===== config.mk =====
export PLATFORM = sky130hd
export DESIGN_NAME = round_robin_task_scheduler_top_flat
export DESIGN_NICKNAME = d
export VERILOG_FILES = /design/src/hw/rtl/rrts_pkg.sv /design/src/hw/rtl/rrts_if.sv /design/src/hw/rtl/rrts_ram.sv /design/src/hw/rtl/rrts_ctrl.sv /design/src/hw/rtl/rrts_dp.sv /design/src/hw/rtl/round_robin_task_scheduler_top.sv /design/src/flat_wrapper.sv
export SDC_FILE = /design/constraint.sdc
export NUM_CORES = 1
export LEC_CHECK = 0
export BUFFER_PORTS_ARGS = -buffer_cell sky130_fd_sc_hd__buf_2
export CORE_MARGIN = 1
export CORE_UTILIZATION = 64
export DETAILED_ROUTE_END_ITERATION = 8
export PLACE_DENSITY = 0.91
export SETUP_SLACK_MARGIN = 0.4
export SLEW_MARGIN = 10
export SYNTH_ARGS = -nofsm -noshare
export SYNTH_HDL_FRONTEND = slang
export SYNTH_SLANG_ARGS = --single-unit

===== constraint.sdc =====
create_clock -name clk -period 8.2 [get_ports clk]
set_clock_uncertainty 0.05 [all_clocks]
set_input_delay 0.41 -clock clk [delete_from_list [all_inputs] [get_ports clk]]
set_output_delay 0.41 -clock clk [all_outputs]
set_load 0.03 [all_outputs]

===== src/hw/rtl/rrts_pkg.sv =====
package rrts_pkg;

  // Default table size.
  localparam int MAX_TASKS_DEF = 8;

  // Field widths of the channels.
  localparam int MODE_W = 4;
  localparam int DLY_W  = 16;
  localparam int TASK_W = 3;
  localparam int USE_W  = 4;

  // Internal widths.
  localparam int TICK_W = 10;
  localparam int ISR_W  = 8;
  localparam int STAT_W = 2;
  localparam int DCNT_W = $clog2(DLY_W);

  // Configuration port.
  localparam int APB_AW = 3;
  localparam int APB_DW = 32;
  localparam logic [TICK_W-1:0] TICK_RST = TICK_W'(20);

  // Command codes.
  localparam logic [MODE_W-1:0] MODE_CREATE  = 4'd0;
  localparam logic [MODE_W-1:0] MODE_TICK    = 4'd1;
  localparam logic [MODE_W-1:0] MODE_YIELD   = 4'd2;
  localparam logic [MODE_W-1:0] MODE_DELAY   = 4'd3;
  localparam logic [MODE_W-1:0] MODE_SETDLY  = 4'd4;
  localparam logic [MODE_W-1:0] MODE_EXIT    = 4'd5;
  localparam logic [MODE_W-1:0] MODE_ISR_IN  = 4'd6;
  localparam logic [MODE_W-1:0] MODE_ISR_OUT = 4'd7;
  localparam logic [MODE_W-1:0] MODE_RUN     = 4'd8;

  // Slot status codes.
  localparam logic [STAT_W-1:0] ST_READY  = 2'd0;
  localparam logic [STAT_W-1:0] ST_ZOMBIE = 2'd2;

  // Commands from the controller to the datapath.
  typedef struct packed {
    logic accept;
    logic set_err;
    logic create;
    logic isr_inc;
    logic isr_dec;
    logic ptr_zero;
    logic ptr_run;
    logic rd;
    logic rd_wrap;
    logic tick_upd;
    logic yield_upd;
    logic div_start;
    logic div_step;
    logic dly_wr;
    logic exit_wr;
    logic sch_init;
    logic first_disp;
    logic commit_ptr;
    logic commit_idle;
    logic out_load;
  } ctl_cmd_t;

  // Status from the datapath to the controller.
  typedef struct packed {
    logic full;
    logic have;
    logic total_zero;
    logic one_task;
    logic isr_busy;
    logic tick_last;
    logic hit;
    logic walk_end;
    logic div_last;
    logic out_free;
  } ctl_sts_t;

endpackage


===== src/hw/rtl/rrts_if.sv =====
// Command channel.
interface rrts_in_if;
  logic                        valid;
  logic                        ready;
  logic [rrts_pkg::MODE_W-1:0] mode;
  logic [rrts_pkg::DLY_W-1:0]  delay_ms;

  modport source (output valid, mode, delay_ms, input ready);
  modport sink   (input valid, mode, delay_ms, output ready);
endinterface

// Result channel.
interface rrts_out_if;
  logic                        valid;
  logic                        ready;
  logic [rrts_pkg::TASK_W-1:0] running_task;
  logic                        running_valid;
  logic                        switched;
  logic                        error;
  logic [rrts_pkg::USE_W-1:0]  tasks_in_use;

  modport source (output valid, running_task, running_valid, switched, error, tasks_in_use,
                  input ready);
  modport sink   (input valid, running_task, running_valid, switched, error, tasks_in_use,
                  output ready);
endinterface


===== src/hw/rtl/rrts_ram.sv =====
module rrts_ram #(
  parameter int WIDTH = 16,
  parameter int DEPTH = 8
) (
  input  logic                     clk,
  input  logic                     we,
  input  logic [$clog2(DEPTH)-1:0] waddr,
  input  logic [WIDTH-1:0]         wdata,
  input  logic                     re,
  input  logic [$clog2(DEPTH)-1:0] raddr,
  output logic [WIDTH-1:0]         rdata
);

  logic [WIDTH-1:0] mem_r [DEPTH];
  logic [WIDTH-1:0] rdata_r;

  // One write port, one registered read port.
  always_ff @(posedge clk) begin
    if (we) begin
      mem_r[waddr] <= wdata;
    end
    if (re) begin
      rdata_r <= mem_r[raddr];
    end
  end

  assign rdata = rdata_r;

endmodule


===== src/hw/rtl/rrts_ctrl.sv =====
module rrts_ctrl (
  input  logic                        clk,
  input  logic                        rst_n,
  input  logic                        in_valid,
  output logic                        in_ready,
  input  logic [rrts_pkg::MODE_W-1:0] in_mode,
  input  rrts_pkg::ctl_sts_t          sts,
  output rrts_pkg::ctl_cmd_t          cmd
);

  typedef enum logic [9:0] {
    S_IDLE    = 10'b0000000001,
    S_DECODE  = 10'b0000000010,
    S_RD      = 10'b0000000100,
    S_UPD     = 10'b0000001000,
    S_DIV     = 10'b0000010000,
    S_DLY_WR  = 10'b0000100000,
    S_SCH_INI = 10'b0001000000,
    S_SCH_RD  = 10'b0010000000,
    S_SCH_CHK = 10'b0100000000,
    S_FIN     = 10'b1000000000
  } ctl_state_t;

  ctl_state_t                  state_r, state_nxt;
  logic [rrts_pkg::MODE_W-1:0] mode_r;

  assign in_ready = (state_r == S_IDLE);

  // Command code of the item in work.
  always_ff @(posedge clk) begin
    if (in_valid && in_ready) begin
      mode_r <= in_mode;
    end
  end

  always_ff @(posedge clk) begin
    if (!rst_n) begin
      state_r <= S_IDLE;
    end else begin
      state_r <= state_nxt;
    end
  end

  // Sequencing of one item.
  always_comb begin
    state_nxt = state_r;
    cmd       = '0;
    unique case (state_r)
      S_IDLE: begin
        if (in_valid) begin
          cmd.accept = 1'b1;
          state_nxt  = S_DECODE;
        end
      end
      S_DECODE: begin
        unique case (mode_r)
          rrts_pkg::MODE_CREATE: begin
            if (sts.full) begin
              cmd.set_err = 1'b1;
            end else begin
              cmd.create = 1'b1;
            end
            state_nxt = S_FIN;
          end
          rrts_pkg::MODE_TICK: begin
            if (sts.total_zero) begin
              state_nxt = S_SCH_INI;
            end else begin
              cmd.ptr_zero = 1'b1;
              state_nxt    = S_RD;
            end
          end
          rrts_pkg::MODE_YIELD: begin
            if (!sts.have) begin
              cmd.set_err = 1'b1;
              state_nxt   = S_FIN;
            end else begin
              cmd.ptr_run = 1'b1;
              state_nxt   = S_RD;
            end
          end
          rrts_pkg::MODE_DELAY, rrts_pkg::MODE_SETDLY: begin
            if (!sts.have) begin
              cmd.set_err = 1'b1;
              state_nxt   = S_FIN;
            end else begin
              cmd.div_start = 1'b1;
              state_nxt     = S_DIV;
            end
          end
          rrts_pkg::MODE_EXIT: begin
            if (!sts.have) begin
              cmd.set_err = 1'b1;
              state_nxt   = S_FIN;
            end else begin
              cmd.exit_wr = 1'b1;
              state_nxt   = S_SCH_INI;
            end
          end
          rrts_pkg::MODE_ISR_IN: begin
            cmd.isr_inc = 1'b1;
            state_nxt   = S_FIN;
          end
          rrts_pkg::MODE_ISR_OUT: begin
            cmd.isr_dec = 1'b1;
            state_nxt   = S_SCH_INI;
          end
          rrts_pkg::MODE_RUN: begin
            state_nxt = S_SCH_INI;
          end
          default: begin
            state_nxt = S_FIN;
          end
        endcase
      end
      S_RD: begin
        cmd.rd    = 1'b1;
        state_nxt = S_UPD;
      end
      S_UPD: begin
        if (mode_r == rrts_pkg::MODE_TICK) begin
          cmd.tick_upd = 1'b1;
          state_nxt    = sts.tick_last ? S_SCH_INI : S_RD;
        end else begin
          cmd.yield_upd = 1'b1;
          state_nxt     = S_SCH_INI;
        end
      end
      S_DIV: begin
        cmd.div_step = 1'b1;
        if (sts.div_last) begin
          state_nxt = S_DLY_WR;
        end
      end
      S_DLY_WR: begin
        cmd.dly_wr = 1'b1;
        state_nxt  = (mode_r == rrts_pkg::MODE_DELAY) ? S_SCH_INI : S_FIN;
      end
      S_SCH_INI: begin
        // No dispatch inside an ISR or with an empty table; a lone task stays.
        if (sts.isr_busy || sts.total_zero) begin
          state_nxt = S_FIN;
        end else if (!sts.have) begin
          cmd.first_disp = 1'b1;
          state_nxt      = S_FIN;
        end else if (sts.one_task) begin
          state_nxt = S_FIN;
        end else begin
          cmd.sch_init = 1'b1;
          state_nxt    = S_SCH_RD;
        end
      end
      S_SCH_RD: begin
        cmd.rd_wrap = 1'b1;
        state_nxt   = S_SCH_CHK;
      end
      S_SCH_CHK: begin
        if (sts.hit) begin
          cmd.commit_ptr = 1'b1;
          state_nxt      = S_FIN;
        end else if (sts.walk_end) begin
          cmd.commit_idle = 1'b1;
          state_nxt       = S_FIN;
        end else begin
          state_nxt = S_SCH_RD;
        end
      end
      S_FIN: begin
        if (sts.out_free) begin
          cmd.out_load = 1'b1;
          state_nxt    = S_IDLE;
        end
      end
      default: begin
        state_nxt = S_IDLE;
      end
    endcase
  end

endmodule


===== src/hw/rtl/rrts_dp.sv =====
module rrts_dp #(
  parameter int MAX_TASKS = rrts_pkg::MAX_TASKS_DEF
) (
  input  logic                        clk,
  input  logic                        rst_n,
  input  rrts_pkg::ctl_cmd_t          cmd,
  output rrts_pkg::ctl_sts_t          sts,
  input  logic [rrts_pkg::DLY_W-1:0]  in_delay_ms,
  input  logic [rrts_pkg::TICK_W-1:0] tick_period,
  output logic                        out_valid,
  input  logic                        out_ready,
  output logic [rrts_pkg::TASK_W-1:0] out_running_task,
  output logic                        out_running_valid,
  output logic                        out_switched,
  output logic                        out_error,
  output logic [rrts_pkg::USE_W-1:0]  out_tasks_in_use
);

  localparam int IDX_W = $clog2(MAX_TASKS);
  localparam int CNT_W = IDX_W + 1;
  localparam int DLY_W = rrts_pkg::DLY_W;
  localparam int TK_W  = rrts_pkg::TICK_W;
  localparam int ISR_W = rrts_pkg::ISR_W;
  localparam int ST_W  = rrts_pkg::STAT_W;
  localparam int DC_W  = rrts_pkg::DCNT_W;
  localparam logic [DC_W-1:0] DIV_LAST = DC_W'(DLY_W - 1);

  logic [CNT_W-1:0] total_r;
  logic [IDX_W-1:0] run_idx_r;
  logic             run_flag_r;
  logic [ISR_W-1:0] isr_r;
  logic [IDX_W-1:0] ptr_r;
  logic [CNT_W-1:0] cnt_r;
  logic             sw_r;
  logic             err_r;

  logic [DLY_W-1:0] quo_r;
  logic [TK_W-1:0]  rem_r;
  logic [TK_W-1:0]  dvs_r;
  logic [DC_W-1:0]  div_cnt_r;

  logic                        out_valid_r;
  logic [rrts_pkg::TASK_W-1:0] o_task_r;
  logic                        o_rv_r;
  logic                        o_sw_r;
  logic                        o_err_r;
  logic [rrts_pkg::USE_W-1:0]  o_use_r;

  logic [IDX_W-1:0] total_idx;
  logic [IDX_W-1:0] last_idx;
  logic [IDX_W-1:0] ptr_wrap;
  logic [CNT_W-1:0] ptr_inc;
  logic [ST_W-1:0]  st_rd;
  logic [DLY_W-1:0] wt_rd;
  logic             st_ready;
  logic             wt_zero;

  logic             st_we;
  logic [IDX_W-1:0] st_waddr;
  logic [ST_W-1:0]  st_wdata;
  logic             wt_we;
  logic [IDX_W-1:0] wt_waddr;
  logic [DLY_W-1:0] wt_wdata;
  logic             rd_en;
  logic [IDX_W-1:0] rd_addr;

  logic [TK_W:0]    rem_sh;
  logic [TK_W:0]    dvs_ext;
  logic             q_bit;
  logic [TK_W:0]    rem_diff;

  logic [IDX_W-1:0] pick;
  logic             commit;
  logic [IDX_W+2:0] idx_ext;
  logic [CNT_W+3:0] total_ext;

  // Ring positions derived from the fill count.
  assign total_idx = total_r[IDX_W-1:0];
  assign last_idx  = total_idx - IDX_W'(1);
  assign ptr_wrap  = (ptr_r == '0) ? last_idx : (ptr_r - IDX_W'(1));
  assign ptr_inc   = {1'b0, ptr_r} + CNT_W'(1);

  // Slot fields read back from the tables.
  assign st_ready = (st_rd == rrts_pkg::ST_READY);
  assign wt_zero  = (wt_rd == '0);

  // Table write and read selection.
  always_comb begin
    st_we    = cmd.create || cmd.exit_wr;
    st_waddr = cmd.create ? total_idx : run_idx_r;
    st_wdata = cmd.create ? rrts_pkg::ST_READY : rrts_pkg::ST_ZOMBIE;

    wt_we = cmd.create || cmd.dly_wr
         || (cmd.tick_upd && st_ready && !wt_zero)
         || (cmd.yield_upd && wt_zero);
    if (cmd.create) begin
      wt_waddr = total_idx;
      wt_wdata = '0;
    end else if (cmd.dly_wr) begin
      wt_waddr = run_idx_r;
      wt_wdata = quo_r;
    end else if (cmd.tick_upd) begin
      wt_waddr = ptr_r;
      wt_wdata = wt_rd - DLY_W'(1);
    end else begin
      wt_waddr = ptr_r;
      wt_wdata = DLY_W'(1);
    end

    rd_en   = cmd.rd || cmd.rd_wrap;
    rd_addr = cmd.rd_wrap ? ptr_wrap : ptr_r;
  end

  rrts_ram #(
    .WIDTH (ST_W),
    .DEPTH (MAX_TASKS)
  ) u_st_ram (
    .clk   (clk),
    .we    (st_we),
    .waddr (st_waddr),
    .wdata (st_wdata),
    .re    (rd_en),
    .raddr (rd_addr),
    .rdata (st_rd)
  );

  rrts_ram #(
    .WIDTH (DLY_W),
    .DEPTH (MAX_TASKS)
  ) u_wt_ram (
    .clk   (clk),
    .we    (wt_we),
    .waddr (wt_waddr),
    .wdata (wt_wdata),
    .re    (rd_en),
    .raddr (rd_addr),
    .rdata (wt_rd)
  );

  // Restoring divider step, one quotient bit per cycle.
  assign rem_sh   = {rem_r, quo_r[DLY_W-1]};
  assign dvs_ext  = {1'b0, dvs_r};
  assign q_bit    = (rem_sh >= dvs_ext);
  assign rem_diff = rem_sh - dvs_ext;

  always_ff @(posedge clk) begin
    if (cmd.accept) begin
      quo_r <= in_delay_ms;
    end else if (cmd.div_step) begin
      quo_r <= {quo_r[DLY_W-2:0], q_bit};
    end
    if (cmd.div_start) begin
      rem_r     <= '0;
      div_cnt_r <= '0;
      dvs_r     <= (tick_period == '0) ? TK_W'(1) : tick_period;
    end else if (cmd.div_step) begin
      rem_r     <= q_bit ? rem_diff[TK_W-1:0] : rem_sh[TK_W-1:0];
      div_cnt_r <= div_cnt_r + DC_W'(1);
    end
  end

  // Walk pointer and step count.
  always_ff @(posedge clk) begin
    if (cmd.ptr_zero) begin
      ptr_r <= '0;
    end else if (cmd.ptr_run || cmd.sch_init) begin
      ptr_r <= run_idx_r;
    end else if (cmd.tick_upd) begin
      ptr_r <= ptr_inc[IDX_W-1:0];
    end else if (cmd.rd_wrap) begin
      ptr_r <= ptr_wrap;
    end
    if (cmd.sch_init) begin
      cnt_r <= CNT_W'(1);
    end else if (cmd.rd_wrap) begin
      cnt_r <= cnt_r + CNT_W'(1);
    end
  end

  // Dispatch choice of the schedule step.
  assign pick   = cmd.commit_ptr ? ptr_r : '0;
  assign commit = cmd.commit_ptr || cmd.commit_idle;

  // Scheduler state.
  always_ff @(posedge clk) begin
    if (!rst_n) begin
      total_r    <= '0;
      run_idx_r  <= '0;
      run_flag_r <= 1'b0;
      isr_r      <= '0;
      sw_r       <= 1'b0;
      err_r      <= 1'b0;
    end else begin
      if (cmd.create) begin
        total_r <= total_r + CNT_W'(1);
      end
      if (cmd.isr_inc && (isr_r != '1)) begin
        isr_r <= isr_r + ISR_W'(1);
      end else if (cmd.isr_dec && (isr_r != '0)) begin
        isr_r <= isr_r - ISR_W'(1);
      end
      if (cmd.accept) begin
        sw_r  <= 1'b0;
        err_r <= 1'b0;
      end else if (cmd.set_err) begin
        err_r <= 1'b1;
      end
      if (cmd.first_disp) begin
        run_idx_r  <= last_idx;
        run_flag_r <= 1'b1;
        sw_r       <= 1'b1;
      end else if (commit && (pick != run_idx_r)) begin
        run_idx_r <= pick;
        sw_r      <= 1'b1;
      end
    end
  end

  // Result register, free again once the item is taken.
  assign idx_ext   = {3'b000, run_idx_r};
  assign total_ext = {4'b0000, total_r};

  always_ff @(posedge clk) begin
    if (!rst_n) begin
      out_valid_r <= 1'b0;
    end else if (cmd.out_load) begin
      out_valid_r <= 1'b1;
    end else if (out_ready) begin
      out_valid_r <= 1'b0;
    end
  end

  always_ff @(posedge clk) begin
    if (cmd.out_load) begin
      o_task_r <= idx_ext[rrts_pkg::TASK_W-1:0];
      o_rv_r   <= run_flag_r;
      o_sw_r   <= sw_r;
      o_err_r  <= err_r;
      o_use_r  <= total_ext[rrts_pkg::USE_W-1:0];
    end
  end

  assign out_valid         = out_valid_r;
  assign out_running_task  = o_task_r;
  assign out_running_valid = o_rv_r;
  assign out_switched      = o_sw_r;
  assign out_error         = o_err_r;
  assign out_tasks_in_use  = o_use_r;

  // Status to the controller.
  always_comb begin
    sts            = '0;
    sts.full       = (total_r == CNT_W'(MAX_TASKS));
    sts.have       = run_flag_r;
    sts.total_zero = (total_r == '0);
    sts.one_task   = (total_r == CNT_W'(1));
    sts.isr_busy   = (isr_r != '0);
    sts.tick_last  = (ptr_inc == total_r);
    sts.hit        = (ptr_r != '0) && st_ready && wt_zero;
    sts.walk_end   = (cnt_r == total_r);
    sts.div_last   = (div_cnt_r == DIV_LAST);
    sts.out_free   = !out_valid_r || out_ready;
  end

endmodule


===== src/hw/rtl/round_robin_task_scheduler_top.sv =====
// Channel   Dir  Handshake         Payload
// in_chan   in   valid/ready       mode, delay_ms
// out_chan  out  valid/ready       running_task, running_valid, switched, error,
//                                  tasks_in_use
// config    in   APB (psel..)      tick_period_ms at byte address 0
//
// One item at a time; a new item is taken once the previous one is in the result
// register. Create, ISR enter and unused codes go from decode straight to the result
// step; delay also runs the bit-serial divider. Tick reads and updates each created
// slot in turn and the schedule walk reads and checks each slot visited, both paced
// by the single read port of the slot tables. Reset is synchronous and the
// slot tables need no clearing pass. A stalled result holds the block until taken.
module round_robin_task_scheduler_top #(
  parameter int MAX_TASKS = rrts_pkg::MAX_TASKS_DEF
) (
  input  logic                        clk,
  input  logic                        rst_n,
  rrts_in_if.sink                     in_chan,
  rrts_out_if.source                  out_chan,
  input  logic                        psel,
  input  logic                        penable,
  input  logic                        pwrite,
  input  logic [rrts_pkg::APB_AW-1:0] paddr,
  input  logic [rrts_pkg::APB_DW-1:0] pwdata,
  output logic [rrts_pkg::APB_DW-1:0] prdata,
  output logic                        pready
);

  localparam int TK_W = rrts_pkg::TICK_W;

  logic [TK_W-1:0]    tick_r;
  logic               reg_sel;
  rrts_pkg::ctl_cmd_t cmd;
  rrts_pkg::ctl_sts_t sts;

  // Tick period register.
  assign pready  = 1'b1;
  assign reg_sel = !paddr[rrts_pkg::APB_AW-1];

  always_ff @(posedge clk) begin
    if (!rst_n) begin
      tick_r <= rrts_pkg::TICK_RST;
    end else if (psel && penable && pwrite && pready && reg_sel) begin
      tick_r <= pwdata[TK_W-1:0];
    end
  end

  assign prdata = reg_sel ? {{(rrts_pkg::APB_DW - TK_W){1'b0}}, tick_r} : '0;

  rrts_ctrl u_ctrl (
    .clk      (clk),
    .rst_n    (rst_n),
    .in_valid (in_chan.valid),
    .in_ready (in_chan.ready),
    .in_mode  (in_chan.mode),
    .sts      (sts),
    .cmd      (cmd)
  );

  rrts_dp #(
    .MAX_TASKS (MAX_TASKS)
  ) u_dp (
    .clk               (clk),
    .rst_n             (rst_n),
    .cmd               (cmd),
    .sts               (sts),
    .in_delay_ms       (in_chan.delay_ms),
    .tick_period       (tick_r),
    .out_valid         (out_chan.valid),
    .out_ready         (out_chan.ready),
    .out_running_task  (out_chan.running_task),
    .out_running_valid (out_chan.running_valid),
    .out_switched      (out_chan.switched),
    .out_error         (out_chan.error),
    .out_tasks_in_use  (out_chan.tasks_in_use)
  );

endmodule

===== src/flat_wrapper.sv =====
// flat-port wrapper written by rule: the top's interface ports become plain ports
module round_robin_task_scheduler_top_flat 
#(
  parameter int MAX_TASKS = rrts_pkg::MAX_TASKS_DEF
)
  (clk, rst_n, psel, penable, pwrite, paddr, pwdata, prdata, pready, in_chan_valid, in_chan_mode, in_chan_delay_ms, in_chan_ready, out_chan_valid, out_chan_running_task, out_chan_running_valid, out_chan_switched, out_chan_error, out_chan_tasks_in_use, out_chan_ready);
  rrts_in_if in_chan_i ();
  rrts_out_if out_chan_i ();
  input  logic clk;
  input  logic rst_n;
  input  logic psel;
  input  logic penable;
  input  logic pwrite;
  input  logic [rrts_pkg::APB_AW-1:0] paddr;
  input  logic [rrts_pkg::APB_DW-1:0] pwdata;
  output logic [rrts_pkg::APB_DW-1:0] prdata;
  output logic pready;
  input wire logic [$bits(in_chan_i.valid)-1:0] in_chan_valid;
  input wire logic [$bits(in_chan_i.mode)-1:0] in_chan_mode;
  input wire logic [$bits(in_chan_i.delay_ms)-1:0] in_chan_delay_ms;
  output wire logic [$bits(in_chan_i.ready)-1:0] in_chan_ready;
  output wire logic [$bits(out_chan_i.valid)-1:0] out_chan_valid;
  output wire logic [$bits(out_chan_i.running_task)-1:0] out_chan_running_task;
  output wire logic [$bits(out_chan_i.running_valid)-1:0] out_chan_running_valid;
  output wire logic [$bits(out_chan_i.switched)-1:0] out_chan_switched;
  output wire logic [$bits(out_chan_i.error)-1:0] out_chan_error;
  output wire logic [$bits(out_chan_i.tasks_in_use)-1:0] out_chan_tasks_in_use;
  input wire logic [$bits(out_chan_i.ready)-1:0] out_chan_ready;
  assign in_chan_i.valid = in_chan_valid;
  assign in_chan_i.mode = in_chan_mode;
  assign in_chan_i.delay_ms = in_chan_delay_ms;
  assign in_chan_ready = in_chan_i.ready;
  assign out_chan_valid = out_chan_i.valid;
  assign out_chan_running_task = out_chan_i.running_task;
  assign out_chan_running_valid = out_chan_i.running_valid;
  assign out_chan_switched = out_chan_i.switched;
  assign out_chan_error = out_chan_i.error;
  assign out_chan_tasks_in_use = out_chan_i.tasks_in_use;
  assign out_chan_i.ready = out_chan_ready;
  round_robin_task_scheduler_top #(.MAX_TASKS(MAX_TASKS)) u_core (.clk(clk), .rst_n(rst_n), .in_chan(in_chan_i), .out_chan(out_chan_i), .psel(psel), .penable(penable), .pwrite(pwrite), .paddr(paddr), .pwdata(pwdata), .prdata(prdata), .pready(pready));
endmodule

==> reports/metrics.cfg <==
[grt]
grt_max_degree = 38
grt_pass1_wl_mm = 44.1
track_usage_pct = 29.2
grt_antenna_before_repair = 0
grt-ovfl-total = 0
grt_pass1_vias = 8550

[worst_setup_path]
critPathKind = flop to flop
path_max_fanout = 26
arrival_ns = 5.07
crit_path_end_kind = flop
setup.worst_path.start_class = flop
r2r_cells = 8
cp.required_ns = 8.39

[place]
dp_hpwl_mm = 17.4
dp.cells = 1290
routabilityCongestion = 0.955
place_area_mm2 = 0.0125
dp_slack_ns = 3.52
portBuffers = 59

[floorplanning]
num_rows = 49
ioPinCount = 107
die_area_mm2 = 0.0195
fp.coreArea_mm2 = 0.0183
initial_core_util_pct = 66.3
fp.dieH_um = 140
die_x_um = 140

[yosys]
netlist_top_cells_area = edfxtp_1, dfxtp_1, mux2i_1
synth_edf_count = 193
ys_ff_latch = 253
synth_cells = 1052
synth.distinct_cells = 75
ys_top_cells_by_count = edfxtp_1, nand2_1, nor2_1, mux2i_1, dfxtp_1
synth.cell_area_mm2 = 0.0121
ys.flop_type = edfxtp_1
synth_top_area_share_pct = 47.9
synth_most_common_cell = edfxtp_1
ys_seq_area_share_pct = 57.8
syn-mean-instance-area_um2 = 11.5
yosys_warnings = 0
yosysTopAreaCell = edfxtp_1
synthArstFlopShare_pct = 0

[finish]
nets = 1183
drive_above_1_share_pct = 12.2
fin_area_mm2 = 0.0134
syn2layout_area_growth_pct = 10.8
fillers = 1117
register_area_mm2 = 0.00700
multiInputGateArea_mm2 = 0.00470
layout.cells.non_filler = 1340
n_antenna_cell = 0

[routing]
drt-initial-drc-count = 901
ant_nets = 0
avgRoutedWirePerCell_um = 21.0
drcViolationCount = 0
vias_per_cell = 6.52
route.vias.total = 8734
dr.pass1.iters = 6
routed_wirelength_mm = 28.1

[timing]
final_max_slew_viol_count = 0
tns_ns = 0
rsz0062_at_grt = false
layout_setup_ws_ns = 3.31
finalSetupViolations = 0
slew_headroom_pct = 22.8
hold_slack_ns = 0.0445
finalHoldViolations = 0
max_freq_mhz = 205
worst_pin_slew_ns = 1.16
fin_crit_sh_pct = 59.6
period_minus_slack_ns = 4.89

[run_status]
status = finished, final reports clean

[clocking]
hold_buffers = 4
cts_buffers = 25
cts_tree = yes
h-tree-depth = 1
clk_latency_ns = 0.55
cts_max_path_buffers = 3
tritoncts_num_sinks = 253
clockRootBuffer = clkbuf_16
cts_resized = 0
cts_setup_buffers = 0
clk_pin_slew_ns = 0.06

[min_path]
whs_path_depth = 3
hold_class = primary input to flop

[job]
maxCapViolCount = 0

[power]
powerDensity_mw_per_mm2 = 205
ir_drop_mv = 0.217
power_leakage_nw = 5.45

## path summary, 6_finish.rpt
kind	startpoint	to	slack, ns
worst max register to register	u_core.u_ctrl.mode_r[1]	u_core.u_dp.u_wt_ram.mem_r[1][13]	3.31
worst min register to register	u_core.u_dp.sw_r	u_core.u_dp.out_switched	0.41
worst max-delay path	u_core.u_ctrl.mode_r[1]	u_core.u_dp.u_wt_ram.mem_r[1][13]	3.31
worst min-delay path	pwdata[4]	u_core.tick_r[4]	0.04
## worst max-delay path, stage by stage, from the launching register on
cell and delay [ns]:
edfxtp_1 0.52, or4_1 0.59, nor4_1 0.71, and2_1 0.30, clkinv_1 0.51, a31o_2 0.43, nand2b_1 0.26, nor3_2 0.86
buf_4 0.36
## where the power goes
| group | total, mW | switching (mW) | internal (mW) | leakage [nW] |
|---|---|---|---|---|
| logic | 0.0943 | 0.0668 | 0.0274 | 2.70 |
| registers | 1.40 | 0.0128 | 1.38 | 2.31 |
| clock network | 1.26 | 0.502 | 0.757 | 0.439 |
## cell families (layout without fill, tap and decap cells)
logic type	count (synthesis)	after routing	share of synthesized area, %
AND/OR/NAND/NOR	353	353	14.2
XOR/XNOR	41	41	2.97
AO/OA/AOI/OAI	174	174	10.1
adder cells (fa/ha/maj)	29	29	3.12
multiplexers	87	87	7.19
flip-flops	253	253	57.8
buffers and inverters	113	151	4.59
other	2	23	0.0620
## area by class of cell
type                       count  share of cell area, %
clock inverter                15                   1.84
sequential                   253                   52.1
multi-input combinational    707                   35.0
tap                          229                   2.14
inverter                      30                  0.839
clock buffer                  31                   4.83
timing repair buffer          75                   3.17
## registers in the layout, summed over array words and instances, names as in the netlist, 3 cells and up
| name | count |
|---|---|
| u_core.u_dp.run_idx_r | 3 |
| u_core.u_dp.isr_r | 8 |
| u_core.u_dp.total_r | 4 |
| u_core.u_dp.out_tasks_in_use | 4 |
| u_core.u_dp.rem_r | 10 |
| u_core.u_ctrl.mode_r | 4 |
| u_core.u_dp.quo_r | 16 |
| u_core.u_ctrl.state_r | 10 |
| u_core.tick_r | 10 |
| u_core.u_dp.u_st_ram.mem_r | 8 |
| u_core.u_dp.dvs_r | 10 |
| u_core.u_dp.out_running_task | 3 |
| u_core.u_dp.ptr_r | 3 |
| u_core.u_dp.u_wt_ram.mem_r | 128 |
| u_core.u_dp.div_cnt_r | 4 |
| u_core.u_dp.cnt_r | 4 |
| u_core.u_dp.u_wt_ram.rdata | 16 |
## stage by stage
step,util (%),power [mW]
after global routing,73.4,2.80
after CTS,73.4,2.75
final,73.4,2.75
after detailed placement,68.3,1.51
after global placement,68.3,1.51
after floorplan,-,1.49
## cells in the final DEF (no fill, tap or decap), drive strengths merged, types with 4 or more instances in the layout
| cell | Yosys | layout |
|---|---|---|
| nor4 | 19 | 19 |
| or4 | 11 | 11 |
| ha | 27 | 27 |
| o21a | 4 | 4 |
| or2 | 5 | 5 |
| nand2b | 13 | 13 |
| o21ai | 29 | 29 |
| buf | 40 | 71 |
| xor2 | 13 | 13 |
| nor2 | 90 | 90 |
| clkbuf | 43 | 31 |
| a31oi | 8 | 8 |
| and2 | 4 | 4 |
| o31ai | 4 | 4 |
| edfxtp | 193 | 193 |
| clkinv | 3 | 11 |
| nor2b | 20 | 20 |
| bufinv | 0 | 6 |
| o31a | 4 | 4 |
| o22ai | 4 | 4 |
| nand4 | 11 | 11 |
| dfxtp | 60 | 60 |
| a21o | 8 | 8 |
| nand2 | 123 | 123 |
| a21oi | 42 | 42 |
| nor3 | 23 | 23 |
| or3 | 4 | 4 |
| conb | 2 | 23 |
| a211oi | 11 | 11 |
| inv | 27 | 28 |
| nand4b | 6 | 6 |
| xnor2 | 28 | 28 |
| o22a | 17 | 17 |
| nand3 | 10 | 10 |
| mux2i | 87 | 87 |
| dlygate4sd3 | 0 | 4 |
| o221ai | 18 | 18 |
## per-layer routing
metal	wire [um]	share of wire, %	global-route usage (%)
met5	0	0	0
met4	1200	4.3	14.3
met3	2660	9.5	5.16
met2	13700	49	49.2
met1	10500	37	36.5
Power figures use the tool's default switching activity.
